[config.mk]
export PLATFORM = sky130hd
export DESIGN_NAME = linear_chirp_tone_generator
export DESIGN_NICKNAME = d
export VERILOG_FILES = /design/src/rtl/core/lctg_pkg.sv /design/src/rtl/core/lctg_sine_rom.sv /design/src/rtl/core/linear_chirp_tone_generator.sv
export SDC_FILE = /design/constraint.sdc
export NUM_CORES = 2
export LEC_CHECK = 0
export BUFFER_PORTS_ARGS = -buffer_cell sky130_fd_sc_hd__clkbuf_2
export CAP_MARGIN = 5
export CORE_ASPECT_RATIO = 1.4
export CORE_MARGIN = 2
export CORE_UTILIZATION = 25
export DETAILED_ROUTE_END_ITERATION = 16
export PLACE_DENSITY_LB_ADDON = 0.1
export SETUP_SLACK_MARGIN = 0.5
export SYNTH_ARGS = -nofsm -noshare
export SYNTH_HDL_FRONTEND = slang
export SYNTH_HIERARCHICAL = 1
export SYNTH_SLANG_ARGS = --single-unit
[constraint.sdc]
create_clock -name clk_i -period 7.8 [get_ports clk_i]
set_input_delay 0.39 -clock clk_i [delete_from_list [all_inputs] [get_ports clk_i]]
set_output_delay 0.39 -clock clk_i [all_outputs]
set_load 0.01 [all_outputs]
[src/rtl/core/lctg_pkg.sv]
// shared types and constants of the linear chirp tone generator
`default_nettype none

package lctg_pkg;

  // configuration register indexes
  typedef enum logic [2:0] {
    REG_START_INC  = 3'd0,
    REG_INC_STEP   = 3'd1,
    REG_SAMPLE_CNT = 3'd2,
    REG_VOLUME     = 3'd3,
    REG_ENV_STEP   = 3'd4
  } reg_index_e;

  // per-word sequencer
  typedef enum logic [1:0] {
    ST_IDLE,
    ST_LOAD,
    ST_SCALE,
    ST_OUT
  } seq_state_e;

  // register widths fixed by the port
  localparam int unsigned CfgWidth      = 31;
  localparam int unsigned IncStepWidth  = 21;
  localparam int unsigned CountRegWidth = 20;
  localparam int unsigned VolumeWidth   = 16;
  localparam int unsigned EnvWidth      = 17;
  localparam int unsigned TabWidth      = 15;

  localparam logic [EnvWidth-1:0]      EnvOne     = 17'h10000;
  localparam logic [VolumeWidth-1:0]   VolFull    = 16'h8000;
  localparam logic [EnvWidth-1:0]      MagMax     = 17'd32767;
  localparam logic [CountRegWidth-1:0] CountReset = 20'd1;

  // q30 coefficients of sin(pi/2 * u), signs folded into the horner form
  localparam logic [63:0] Coef1 = 64'd1686629713;
  localparam logic [63:0] Coef3 = 64'd693598668;
  localparam logic [63:0] Coef5 = 64'd85569306;
  localparam logic [63:0] Coef7 = 64'd5026995;
  localparam logic [63:0] Coef9 = 64'd172272;

endpackage

`default_nettype wire

[src/rtl/core/lctg_sine_rom.sv]
// quarter-wave sine table with registered read
`default_nettype none

module lctg_sine_rom #(
  parameter int unsigned SINE_TABLE_DEPTH = 256
) (
  input  wire logic                                  clk_i,
  input  wire logic                                  rd_en_i,
  input  wire logic [$clog2(SINE_TABLE_DEPTH)-1:0]   rd_addr_i,
  output logic      [lctg_pkg::TabWidth-1:0]         rd_data_o
);

  // entry k = round(32767 * sin(pi/2 * u)), u at the middle of bin k in q30
  function automatic logic [63:0] quarter_sine(input logic [63:0] k);
    logic [63:0] u;
    logic [63:0] u2;
    logic [63:0] t;
    u  = ((64'd2 * k + 64'd1) << 29) / SINE_TABLE_DEPTH;
    u2 = (u * u) >> 30;
    t  = lctg_pkg::Coef9;
    t  = lctg_pkg::Coef7 - ((u2 * t) >> 30);
    t  = lctg_pkg::Coef5 - ((u2 * t) >> 30);
    t  = lctg_pkg::Coef3 - ((u2 * t) >> 30);
    t  = lctg_pkg::Coef1 - ((u2 * t) >> 30);
    t  = (u * t) >> 30;
    return (t * 64'd32767 + (64'd1 << 29)) >> 30;
  endfunction

  logic [lctg_pkg::TabWidth-1:0] tab_w [SINE_TABLE_DEPTH];

  // table contents settled at elaboration
  for (genvar k = 0; k < SINE_TABLE_DEPTH; k++) begin : g_tab
    localparam logic [63:0] Entry = quarter_sine(64'(k));
    assign tab_w[k] = Entry[lctg_pkg::TabWidth-1:0];
  end

  // registered read port
  always_ff @(posedge clk_i) begin
    if (rd_en_i) begin
      rd_data_o <= tab_w[rd_addr_i];
    end
  end

endmodule

`default_nettype wire

[src/rtl/core/linear_chirp_tone_generator.sv]
// top level: dds chirp generator with note state held in a one-entry memory
//
//  channel  | handshake                    | word
//  ---------+------------------------------+-----------------------------------
//  s_axis   | s_axis_tvalid/s_axis_tready  | tdata[0] restart
//  m_axis   | m_axis_tvalid/m_axis_tready  | tdata sample_value, tlast last
//           |                              | sample, tuser active
//  cfg      | cfg_we_i, no wait            | cfg_index_i register, cfg_data_i
//
// one input word goes through these steps: state memory read, update and write-back
// with table read, volume multiply, envelope multiply into the output register.
// the sequence runs one word at a time through the single state memory port.
// a stalled output holds the last step until the output register frees up;
// the next input word is taken while a finished word waits in that register.
// reset is asynchronous; the state memory reads as its reset values until
// its first write, so no clearing pass is needed.
`default_nettype none

module linear_chirp_tone_generator #(
  parameter int unsigned SINE_TABLE_DEPTH = 256,
  parameter int unsigned PHASE_WIDTH      = 32,
  parameter int unsigned COUNT_WIDTH      = 20
) (
  input  wire logic        clk_i,
  input  wire logic        rst_ni,
  // input stream
  input  wire logic        s_axis_tvalid,
  output logic             s_axis_tready,
  input  wire logic [7:0]  s_axis_tdata,   // [0] restart
  // output stream
  output logic             m_axis_tvalid,
  input  wire logic        m_axis_tready,
  output logic [15:0]      m_axis_tdata,   // [15:0] sample_value
  output logic             m_axis_tlast,   // last_sample
  output logic             m_axis_tuser,   // [0] active
  // configuration
  input  wire logic        cfg_we_i,
  input  wire logic [2:0]  cfg_index_i,
  input  wire logic [30:0] cfg_data_i
);

  localparam int unsigned PW    = PHASE_WIDTH;
  localparam int unsigned CW    = COUNT_WIDTH;
  localparam int unsigned QB    = PHASE_WIDTH - 2;
  localparam int unsigned IdxW  = $clog2(SINE_TABLE_DEPTH);
  localparam int unsigned DepW  = $clog2(SINE_TABLE_DEPTH + 1);
  localparam int unsigned EW    = lctg_pkg::EnvWidth;
  localparam int unsigned TW    = lctg_pkg::TabWidth;
  localparam int unsigned VW    = lctg_pkg::VolumeWidth;
  localparam int unsigned P1W   = TW + VW;
  localparam int unsigned P2W   = P1W + EW;

  localparam logic [QB+DepW-1:0] DepthMul  = (QB+DepW)'(SINE_TABLE_DEPTH);
  localparam logic [IdxW-1:0]    DepthLast = IdxW'(SINE_TABLE_DEPTH - 1);

  typedef struct packed {
    logic          run;
    logic [CW-1:0] index;
    logic [EW-1:0] env;
    logic [PW-1:0] incr;
    logic [PW-1:0] phase;
  } note_state_t;

  localparam note_state_t StateReset = '{
    run: 1'b0, index: '0, env: lctg_pkg::EnvOne, incr: '0, phase: '0
  };

  // configuration registers
  logic [30:0]    start_inc_q;
  logic [20:0]    inc_step_q;
  logic [19:0]    sample_cnt_q;
  logic [VW-1:0]  volume_q;
  logic [EW-1:0]  env_step_q;

  always_ff @(posedge clk_i or negedge rst_ni) begin
    if (!rst_ni) begin
      start_inc_q  <= '0;
      inc_step_q   <= '0;
      sample_cnt_q <= lctg_pkg::CountReset;
      volume_q     <= lctg_pkg::VolFull;
      env_step_q   <= '0;
    end else if (cfg_we_i) begin
      unique case (cfg_index_i)
        lctg_pkg::REG_START_INC:  start_inc_q  <= cfg_data_i;
        lctg_pkg::REG_INC_STEP:   inc_step_q   <= cfg_data_i[20:0];
        lctg_pkg::REG_SAMPLE_CNT: sample_cnt_q <= cfg_data_i[19:0];
        lctg_pkg::REG_VOLUME:     volume_q     <= cfg_data_i[VW-1:0];
        lctg_pkg::REG_ENV_STEP:   env_step_q   <= cfg_data_i[EW-1:0];
        default: ;
      endcase
    end
  end

  // sequencer
  lctg_pkg::seq_state_e state_q, state_d;
  logic                 out_free;
  logic                 in_fire;
  logic                 out_load;

  assign out_free = !m_axis_tvalid || m_axis_tready;
  assign in_fire  = s_axis_tvalid && s_axis_tready;

  always_ff @(posedge clk_i or negedge rst_ni) begin
    if (!rst_ni) begin
      state_q <= lctg_pkg::ST_IDLE;
    end else begin
      state_q <= state_d;
    end
  end

  always_comb begin
    state_d       = state_q;
    s_axis_tready = 1'b0;
    out_load      = 1'b0;
    unique case (state_q)
      lctg_pkg::ST_IDLE: begin
        s_axis_tready = 1'b1;
        if (s_axis_tvalid) begin
          state_d = lctg_pkg::ST_LOAD;
        end
      end
      lctg_pkg::ST_LOAD:  state_d = lctg_pkg::ST_SCALE;
      lctg_pkg::ST_SCALE: state_d = lctg_pkg::ST_OUT;
      lctg_pkg::ST_OUT: begin
        if (out_free) begin
          out_load = 1'b1;
          state_d  = lctg_pkg::ST_IDLE;
        end
      end
      default: state_d = lctg_pkg::ST_IDLE;
    endcase
  end

  // note state memory, one entry, read on accept and written back in the next cycle
  note_state_t state_mem [1];
  note_state_t rd_data_q;
  logic        mem_valid_q;
  logic        rd_valid_q;
  logic        restart_q;
  logic        mem_we;
  note_state_t wr_data;

  assign mem_we = (state_q == lctg_pkg::ST_LOAD);

  always_ff @(posedge clk_i) begin
    if (mem_we) begin
      state_mem[0] <= wr_data;
    end
    if (in_fire) begin
      rd_data_q <= state_mem[0];
      restart_q <= s_axis_tdata[0];
    end
  end

  always_ff @(posedge clk_i or negedge rst_ni) begin
    if (!rst_ni) begin
      mem_valid_q <= 1'b0;
      rd_valid_q  <= 1'b0;
    end else begin
      if (mem_we) begin
        mem_valid_q <= 1'b1;
      end
      if (in_fire) begin
        rd_valid_q <= mem_valid_q;
      end
    end
  end

  // state update for this sample
  note_state_t            cur;
  logic [PW+30:0]         start_wide;
  logic [CW+19:0]         cnt_wide;
  logic [CW-1:0]          cnt;
  logic                   last;
  logic [PW-1:0]          step_ext;
  logic [QB+DepW-1:0]     idx_prod;
  logic [IdxW-1:0]        idx_raw;
  logic [IdxW-1:0]        tab_addr;
  logic [1:0]             quadrant;

  assign start_wide = {{PW{1'b0}}, start_inc_q};
  assign cnt_wide   = {{CW{1'b0}}, sample_cnt_q};
  assign step_ext   = {{(PW - 21){inc_step_q[20]}}, inc_step_q};

  always_comb begin
    cur = rd_valid_q ? rd_data_q : StateReset;
    if (restart_q) begin
      cur.phase = '0;
      cur.incr  = start_wide[PW-1:0];
      cur.env   = lctg_pkg::EnvOne;
      cur.index = '0;
      cur.run   = 1'b1;
    end

    cnt = cnt_wide[CW-1:0];
    if (cnt == '0) begin
      cnt = CW'(1);
    end
    last = (cur.index >= cnt - CW'(1));

    // table address from the phase, mirrored in odd quadrants
    quadrant = cur.phase[PW-1:PW-2];
    idx_prod = {{DepW{1'b0}}, cur.phase[QB-1:0]} * DepthMul;
    idx_raw  = idx_prod[QB +: IdxW];
    tab_addr = quadrant[0] ? (DepthLast - idx_raw) : idx_raw;

    wr_data = cur;
    if (cur.run) begin
      wr_data.phase = cur.phase + cur.incr;
      wr_data.incr  = cur.incr + step_ext;
      wr_data.env   = (cur.env > env_step_q) ? (cur.env - env_step_q) : '0;
      wr_data.index = cur.index + CW'(1);
      wr_data.run   = !last;
    end
  end

  logic [TW-1:0] tab_data;

  lctg_sine_rom #(
    .SINE_TABLE_DEPTH(SINE_TABLE_DEPTH)
  ) u_sine_rom (
    .clk_i     (clk_i),
    .rd_en_i   (mem_we),
    .rd_addr_i (tab_addr),
    .rd_data_o (tab_data)
  );

  // sample attributes carried along the multiply steps
  logic          neg_q;
  logic          last_q;
  logic          active_q;
  logic [EW-1:0] env_q;

  always_ff @(posedge clk_i) begin
    if (mem_we) begin
      neg_q    <= quadrant[1];
      last_q   <= cur.run && last;
      active_q <= cur.run;
      env_q    <= cur.env;
    end
  end

  // volume multiply
  logic [VW-1:0]  vol_eff;
  logic [P1W-1:0] prod1_q;

  assign vol_eff = (volume_q > lctg_pkg::VolFull) ? lctg_pkg::VolFull : volume_q;

  always_ff @(posedge clk_i) begin
    if (state_q == lctg_pkg::ST_SCALE) begin
      prod1_q <= P1W'(tab_data) * P1W'(vol_eff);
    end
  end

  // envelope multiply, clamp and sign
  logic [P2W-1:0] prod2;
  logic [EW-1:0]  mag;
  logic [15:0]    sample;

  always_comb begin
    prod2 = P2W'(prod1_q) * P2W'(env_q);
    mag   = prod2[31 +: EW];
    if (mag > lctg_pkg::MagMax) begin
      mag = lctg_pkg::MagMax;
    end
    sample = neg_q ? (16'd0 - mag[15:0]) : mag[15:0];
    if (!active_q) begin
      sample = '0;
    end
  end

  // output register
  always_ff @(posedge clk_i or negedge rst_ni) begin
    if (!rst_ni) begin
      m_axis_tvalid <= 1'b0;
    end else if (out_load) begin
      m_axis_tvalid <= 1'b1;
    end else if (m_axis_tready) begin
      m_axis_tvalid <= 1'b0;
    end
  end

  always_ff @(posedge clk_i) begin
    if (out_load) begin
      m_axis_tdata <= sample;
      m_axis_tlast <= last_q;
      m_axis_tuser <= active_q;
    end
  end

endmodule

`default_nettype wire

# Yosys cells after proc, flatten, opt, wreduce, memory -nomap -nowiden
# Memories as Yosys holds them, arrays and structs flattened. A register that Yosys moved wholly into a read port is not among the register bits.
# Index checks and enable logic that the tools add are counted.
[word_totals]
ff_bits = 180
inputBits = 47
mem_bits_rw = 102
word_cells = 77
mem_bits_ro = 3840
out_inout_bits = 20
memories = 2
latch_bits = 0
[mem_list]
columns = ["memory", "words", "width", "rd", "rd_ports_with_merged_regs", "wr", "line_no", "source"]
rows = [
  ["(no name shown)", 256, 15, 1, 1, 0, "lctg_sine_rom.sv:40", "rd_data_o <= tab_w[rd_addr_i];"],
  ["state_mem", 1, 102, 1, 1, 1, "linear_chirp_tone_generator.sv:135", "note_state_t state_mem [1];"],
]
[op_classes]
addsub = 7
n_eq_ne = 9
n_mux = 19
shifts = 0
n_lt_le_gt_ge = 4
n_div = 0
n_reduce_logical = 15
bitwise = 1
mul = 2
[op_table]
columns = ["op", "count"]
rows = [
  ["102-bit 2-to-1 mux", 3],
  ["32-bit adder", 2],
  ["31-bit by 17-bit multiplier with 48-bit output", 1],
  ["16-bit 2-to-1 mux", 3],
  ["15-bit by 16-bit multiplier with 31-bit output", 1],
  ["20-bit by 1-bit adder with 20-bit output (second input constant)", 1],
  ["20-bit greater-or-equal comparator", 1],
  ["20-bit zero test", 1],
  ["20-bit 2-to-1 mux", 1],
  ["20-bit by 1-bit subtractor with 20-bit output (second input constant)", 1],
  ["17-bit by 15-bit greater-than comparator with 1-bit output (second input constant)", 1],
  ["17-bit greater-than comparator", 1],
  ["17-bit 2-to-1 mux", 1],
  ["17-bit subtractor", 1],
  ["16-bit greater-than comparator (second input constant)", 1],
  ["1-bit by 16-bit subtractor with 16-bit output (first input constant)", 1],
  ["2-bit AND reduction", 6],
  ["8-bit NOT with 9-bit output", 1],
  ["8-bit 2-to-1 mux", 1],
  ["2-bit one-hot mux with 4 select lines", 1],
  ["8-bit subtractor (first input constant)", 1],
  ["1-bit 2-to-1 mux", 7],
  ["3-bit by 2-bit == test with 1-bit output (second input constant)", 2],
  ["2-bit == test (second input constant)", 2],
  ["11 further kinds", 15],
]

# Depth between registers and ports, before layout
[depth]
depth_word = 6
ltp_mapped = 32
mapped_depth_nobuf = 28

# Hierarchy
# The synthesis kept the hierarchy.
[modules_own_cells]
columns = ["module", "instances", "seq_area_each_um2", "cells_per_inst", "area_per_inst_um2"]
rows = [
  ["linear_chirp_tone_generator", 1, 10983.0, 4298, 43240.2],
  ["lctg_sine_rom", 1, 450.4, 734, 4729.5],
]

# Worst setup path before layout
# Ideal clock, no wire load.
[synth_path]
path_kind = "flip-flop to flip-flop"
start = "register prod1_q[28]"
end = "register m_axis_tdata[14], data pin"
t_required_ps = 7648
arrival_time_ps = 7552
path_slack_ps = 96
synth_period_minus_slack_ps = 7704
n_path_buf = 4
stages_incl_launch_ff = 30
setup_ps = 152
cell_sequence = "edfxtp_1 -> clkbuf_1 -> clkbuf_1 -> nand2_1 -> fa_1 -> inv_1 -> fa_1 -> fa_1 -> fa_1 -> fa_1 -> inv_1 -> fa_1 -> inv_1 -> ha_1 -> nand4_2 -> nor4_2 -> o2111ai_1 -> o211a_1 -> a211oi_1 -> nor4_1 -> mux2i_1 -> clkbuf_1 -> clkbuf_1 -> nor2_1 -> ha_1 -> nand3b_1 -> nor4_2 -> and3_1 -> a2111o_1 -> a31oi_1"
[synth_between]
elab_chain_len = 5
[synth_rtl]
columns = ["item", "line_no", "source"]
rows = [
  ["start: declaration", "linear_chirp_tone_generator.sv:245", "logic [P1W-1:0] prod1_q;"],
  ["start signal: assignment", "linear_chirp_tone_generator.sv:251", "prod1_q <= P1W'(tab_data) * P1W'(vol_eff);"],
  ["31-bit by 17-bit multiplier with 48-bit output (*)", "linear_chirp_tone_generator.sv:261", "prod2 = P2W'(prod1_q) * P2W'(env_q);"],
  ["17-bit by 15-bit greater-than comparator with 1-bit output", "linear_chirp_tone_generator.sv:263", "if (mag > lctg_pkg::MagMax) begin"],
  ["16-bit 2-to-1 mux (*)", "linear_chirp_tone_generator.sv:263", ""],
  ["1-bit by 16-bit subtractor with 16-bit output", "linear_chirp_tone_generator.sv:266", "sample = neg_q ? (16'd0 - mag[15:0]) : mag[15:0];"],
  ["16-bit 2-to-1 mux (*)", "linear_chirp_tone_generator.sv:266", ""],
  ["end signal: assignment", "linear_chirp_tone_generator.sv:285", "m_axis_tdata <= sample;"],
  ["end: declaration", "linear_chirp_tone_generator.sv:33", "output logic [15:0] m_axis_tdata,"],
]
# Mark *: on every way between the ends. The rest lies on a longest branch, timed or not.
# A chain may end at the register's enable or synchronous reset.

# Worst setup path in the final report
[layout_path]
start = "register env_q[5]"
end = "register m_axis_tdata[12], data pin"
[layout_between]
elab_chain_len = 5
[layout_rtl]
columns = ["item", "line_no", "source"]
rows = [
  ["start: declaration", "linear_chirp_tone_generator.sv:232", "logic [EW-1:0] env_q;"],
  ["start signal: assignment", "linear_chirp_tone_generator.sv:239", "env_q <= cur.env;"],
  ["31-bit by 17-bit multiplier with 48-bit output (*)", "linear_chirp_tone_generator.sv:261", ""],
  ["17-bit by 15-bit greater-than comparator with 1-bit output", "linear_chirp_tone_generator.sv:263", ""],
  ["16-bit 2-to-1 mux (*)", "linear_chirp_tone_generator.sv:263", ""],
  ["1-bit by 16-bit subtractor with 16-bit output", "linear_chirp_tone_generator.sv:266", ""],
  ["16-bit 2-to-1 mux (*)", "linear_chirp_tone_generator.sv:266", ""],
]
# Marks and branches as above.

==> flow_summary.toml <==
[setup_path]
r2r_cells = 32
cp-end-kind = "flop"
crit_path_start = "env_q[5]$_DFFE_PP_"
crit_arrival_ns = 8.04
r2r_slack_ns = 0.14
crit_path_end = "m_axis_tdata[12]$_SDFFCE_PN0P_"
start_kind = "flop"
crit_fanout = 6
r2r-end = "m_axis_tdata[12]$_SDFFCE_PN0P_"
slowest_delay_ns = 0.56
slowest_stage = "fa_1"
r2r-start = "env_q[5]$_DFFE_PP_"
critPathKind = "reg2reg"
crit_required_ns = 8.18
critical_path.most_common_cell = "fa_1"

[clock_network]
cts_buffer_depth = 3
clkLatencyLatePin_ns = 0.66
cts_inserted_buffers = 51
clkTransAtPathRegs_ns = 0.07
cts_tree = "yes"
h-tree-depth = 2
cts.sinks = 399
cts_root_buf = "clkbuf_16"

[yosys]
synth_top_flop_cell = "edfxtp_1"
yosysWarnings = 6
ys_async_sr_fraction = 0.276
synth_enable_flop_cells = 289
seq_area_frac_synth = 0.238
ys_top_cells_by_area = "fa_1, edfxtp_1, ha_1"
syn_inst = 5032
yosys.area.top_type = "fa_1"
ys_top_cells_by_count = "inv_1, nand2_1, fa_1"
yosys.cell_count.top_type = "inv_1"
yosysUniqueCellTypes = 105
postSynthRegisterBits = 399
synth_area_mm2 = 0.0480
yosysTopAreaCellShare = 0.257
avgSynthCellArea_um2 = 9.53
synth.net_count = 6033

[global_route]
antenna_found_initial = 2
grt_max_degree = 161
grt.overflow.total = 0
grt_first_pass_wirelength_um = 248000
grt.total_usage = 0.165
first_global_vias = 40100

[die]
die_h_um = 522
die-area_mm2 = 0.195
row_count = 190
pin_count = 67
coreArea_mm2 = 0.191
initial_core_util = 0.251
die_x_um = 374

[routing]
wl_um = 161000
route.detailed.drc = 0
first_pass_iters = 5
drtAntennaViolNets = 0
via_per_inst = 4.68
vias = 36500
wl_per_cell_um = 20.6
first_iter_violations = 1725

[sta]
period_share = 0.982
hold_violations = 0
fin_crit_ns = 7.66
finalSetupTns_ns = 0
setup_violations = 0
tightest_slew_ns = 1.13
fin_skew_ns = 0.0676
rsz0062_at_grt = "yes"
slew_viol_final = 0
fmax_mhz = 131
hold_ws_ns = 0.141
relSlewSlack = 0.242

[final_layout]
n_fill_cell = 20300
num_antenna_cells = 0
area_growth_pct = 18.2
nets = 6261
final_design_area_no_fill_mm2 = 0.0567
drive_gt1_frac = 0.149

[flow_run]
max-cap-violations = 0

[min_path]
hold_class = "in2reg"
min_path_cells = 5

[placed_design]
place_area_mm2 = 0.0534
port_buffers = 59
dpl.hpwl_um = 122000
gp_congestion = 0.863

[outcome]
status = "finished clean"
cell usage in the layout (no fill, tap or decap), drive strengths merged, types with 14 or more instances in the layout:
cell type	instances
mux2	95
nor2b	56
xor2	61
nand4	21
o21ai	162
edfxtp	289
a221oi	15
and3	30
buf	363
a2111oi	14
o211ai	31
ha	339
nor4	18
a31oi	38
nand2b	54
nand3	75
nor3	59
o2bb2ai	16
clkbuf	125
a21oi	206
nand2	645
or2	17
inv	747
nor2	158
a22o	62
dlygate4sd3	17
a311oi	20
a211oi	26
o31ai	18
and2	391
dfrtp	108
a21o	70
clkinv	21
xnor2	99
fa	615
o21a	28
critical path: cells and delay by family, from the launching register on:
family / cells / cell delay, ns
buf+inv: 10 / 0.98
mux: 2 / 0.38
simple gates: 7 / 1.23
fa+ha+maj: 8 / 3.54
compound gates: 5 / 0.87
flops: 1 / 0.38
area by class of cell:
type	count	area (um2)	area share
inverter	744	2800	0.0493
clock inverter	30	302	0.00532
clock buffer	66	1370	0.0242
timing repair buffer	439	3970	0.0701
multi-input combinational	3625	33700	0.594
tap	2496	3120	0.0551
sequential	399	11400	0.202
per-stage QoR:
| step | util | setup WS, ns | cells |
|---|---|---|---|
| detailed placement | 0.280 | -0.305 | 7648 |
| global route | 0.297 | -0.176 | 7799 |
| finish | 0.297 | 0.138 | 7799 |
| global placement | 0.280 | -0.288 | 7648 |
| floorplan | - | 0.501 | 5032 |
| CTS | 0.293 | -0.0552 | 7777 |
registers in the layout, indices dropped and copies added, names as in the netlist, 2 cells and up:
register / cells
u_sine_rom/rd_data_o: 15
inc_step_q: 21
rd_data_q: 102
m_axis_tdata: 16
prod1_q: 31
env_step_q: 17
sample_cnt_q: 20
env_q: 17
start_inc_q: 31
volume_q: 16
state_mem: 102
state_q: 2
timing repair:
action	in CTS	in global routing
hold endpoints to repair	65	0
resized for setup	115	84
endpoints found under the setup margin	22	23
hold buffers	17	0
setup buffers	13	20
pin swaps	55	66
cloned	3	2
metal layers:
metal,up-vias,track usage,share of wire
met2,609,0.316,0.53
met5,-,0,0
met3,239,0.0130,0.024
met4,0,0.0501,0.034
met1,18600,0.193,0.41
li1,17100,-,-
worst min-delay path by stage:
stage	from	slack, ns	endpoint
3_3_place_gp	state_mem[0][26]$_DFFE_PP_	0.40	rd_data_q[26]$_DFFE_PP_
3_5_place_dp	state_mem[0][101]$_SDFFCE_PP0P_	0.40	rd_data_q[101]$_DFFE_PP_
5_1_grt	cfg_data_i[11]	0.14	env_step_q[11]$_DFFE_PN0P_
6_report	s_axis_tvalid	0.14	state_q[1]$_DFFE_PN0P_
4_1_cts	s_axis_tvalid	0.09	state_q[1]$_DFFE_PN0P_
2_1_floorplan	rst_ni	0.09	env_step_q[0]$_DFFE_PN0P_
cell families after synthesis:
group	count (synthesis)	share of synthesized area
simple gates	1577	0.163
buf+inv	1008	0.0816
fa+ha+maj	954	0.345
compound gates	824	0.117
flops	399	0.238
xor+xnor	160	0.0292
mux	110	0.0262
Power is left out: the tool's default activity adds up to more than one toggle a clock period on the data nets, which glitch-free logic cannot reach.
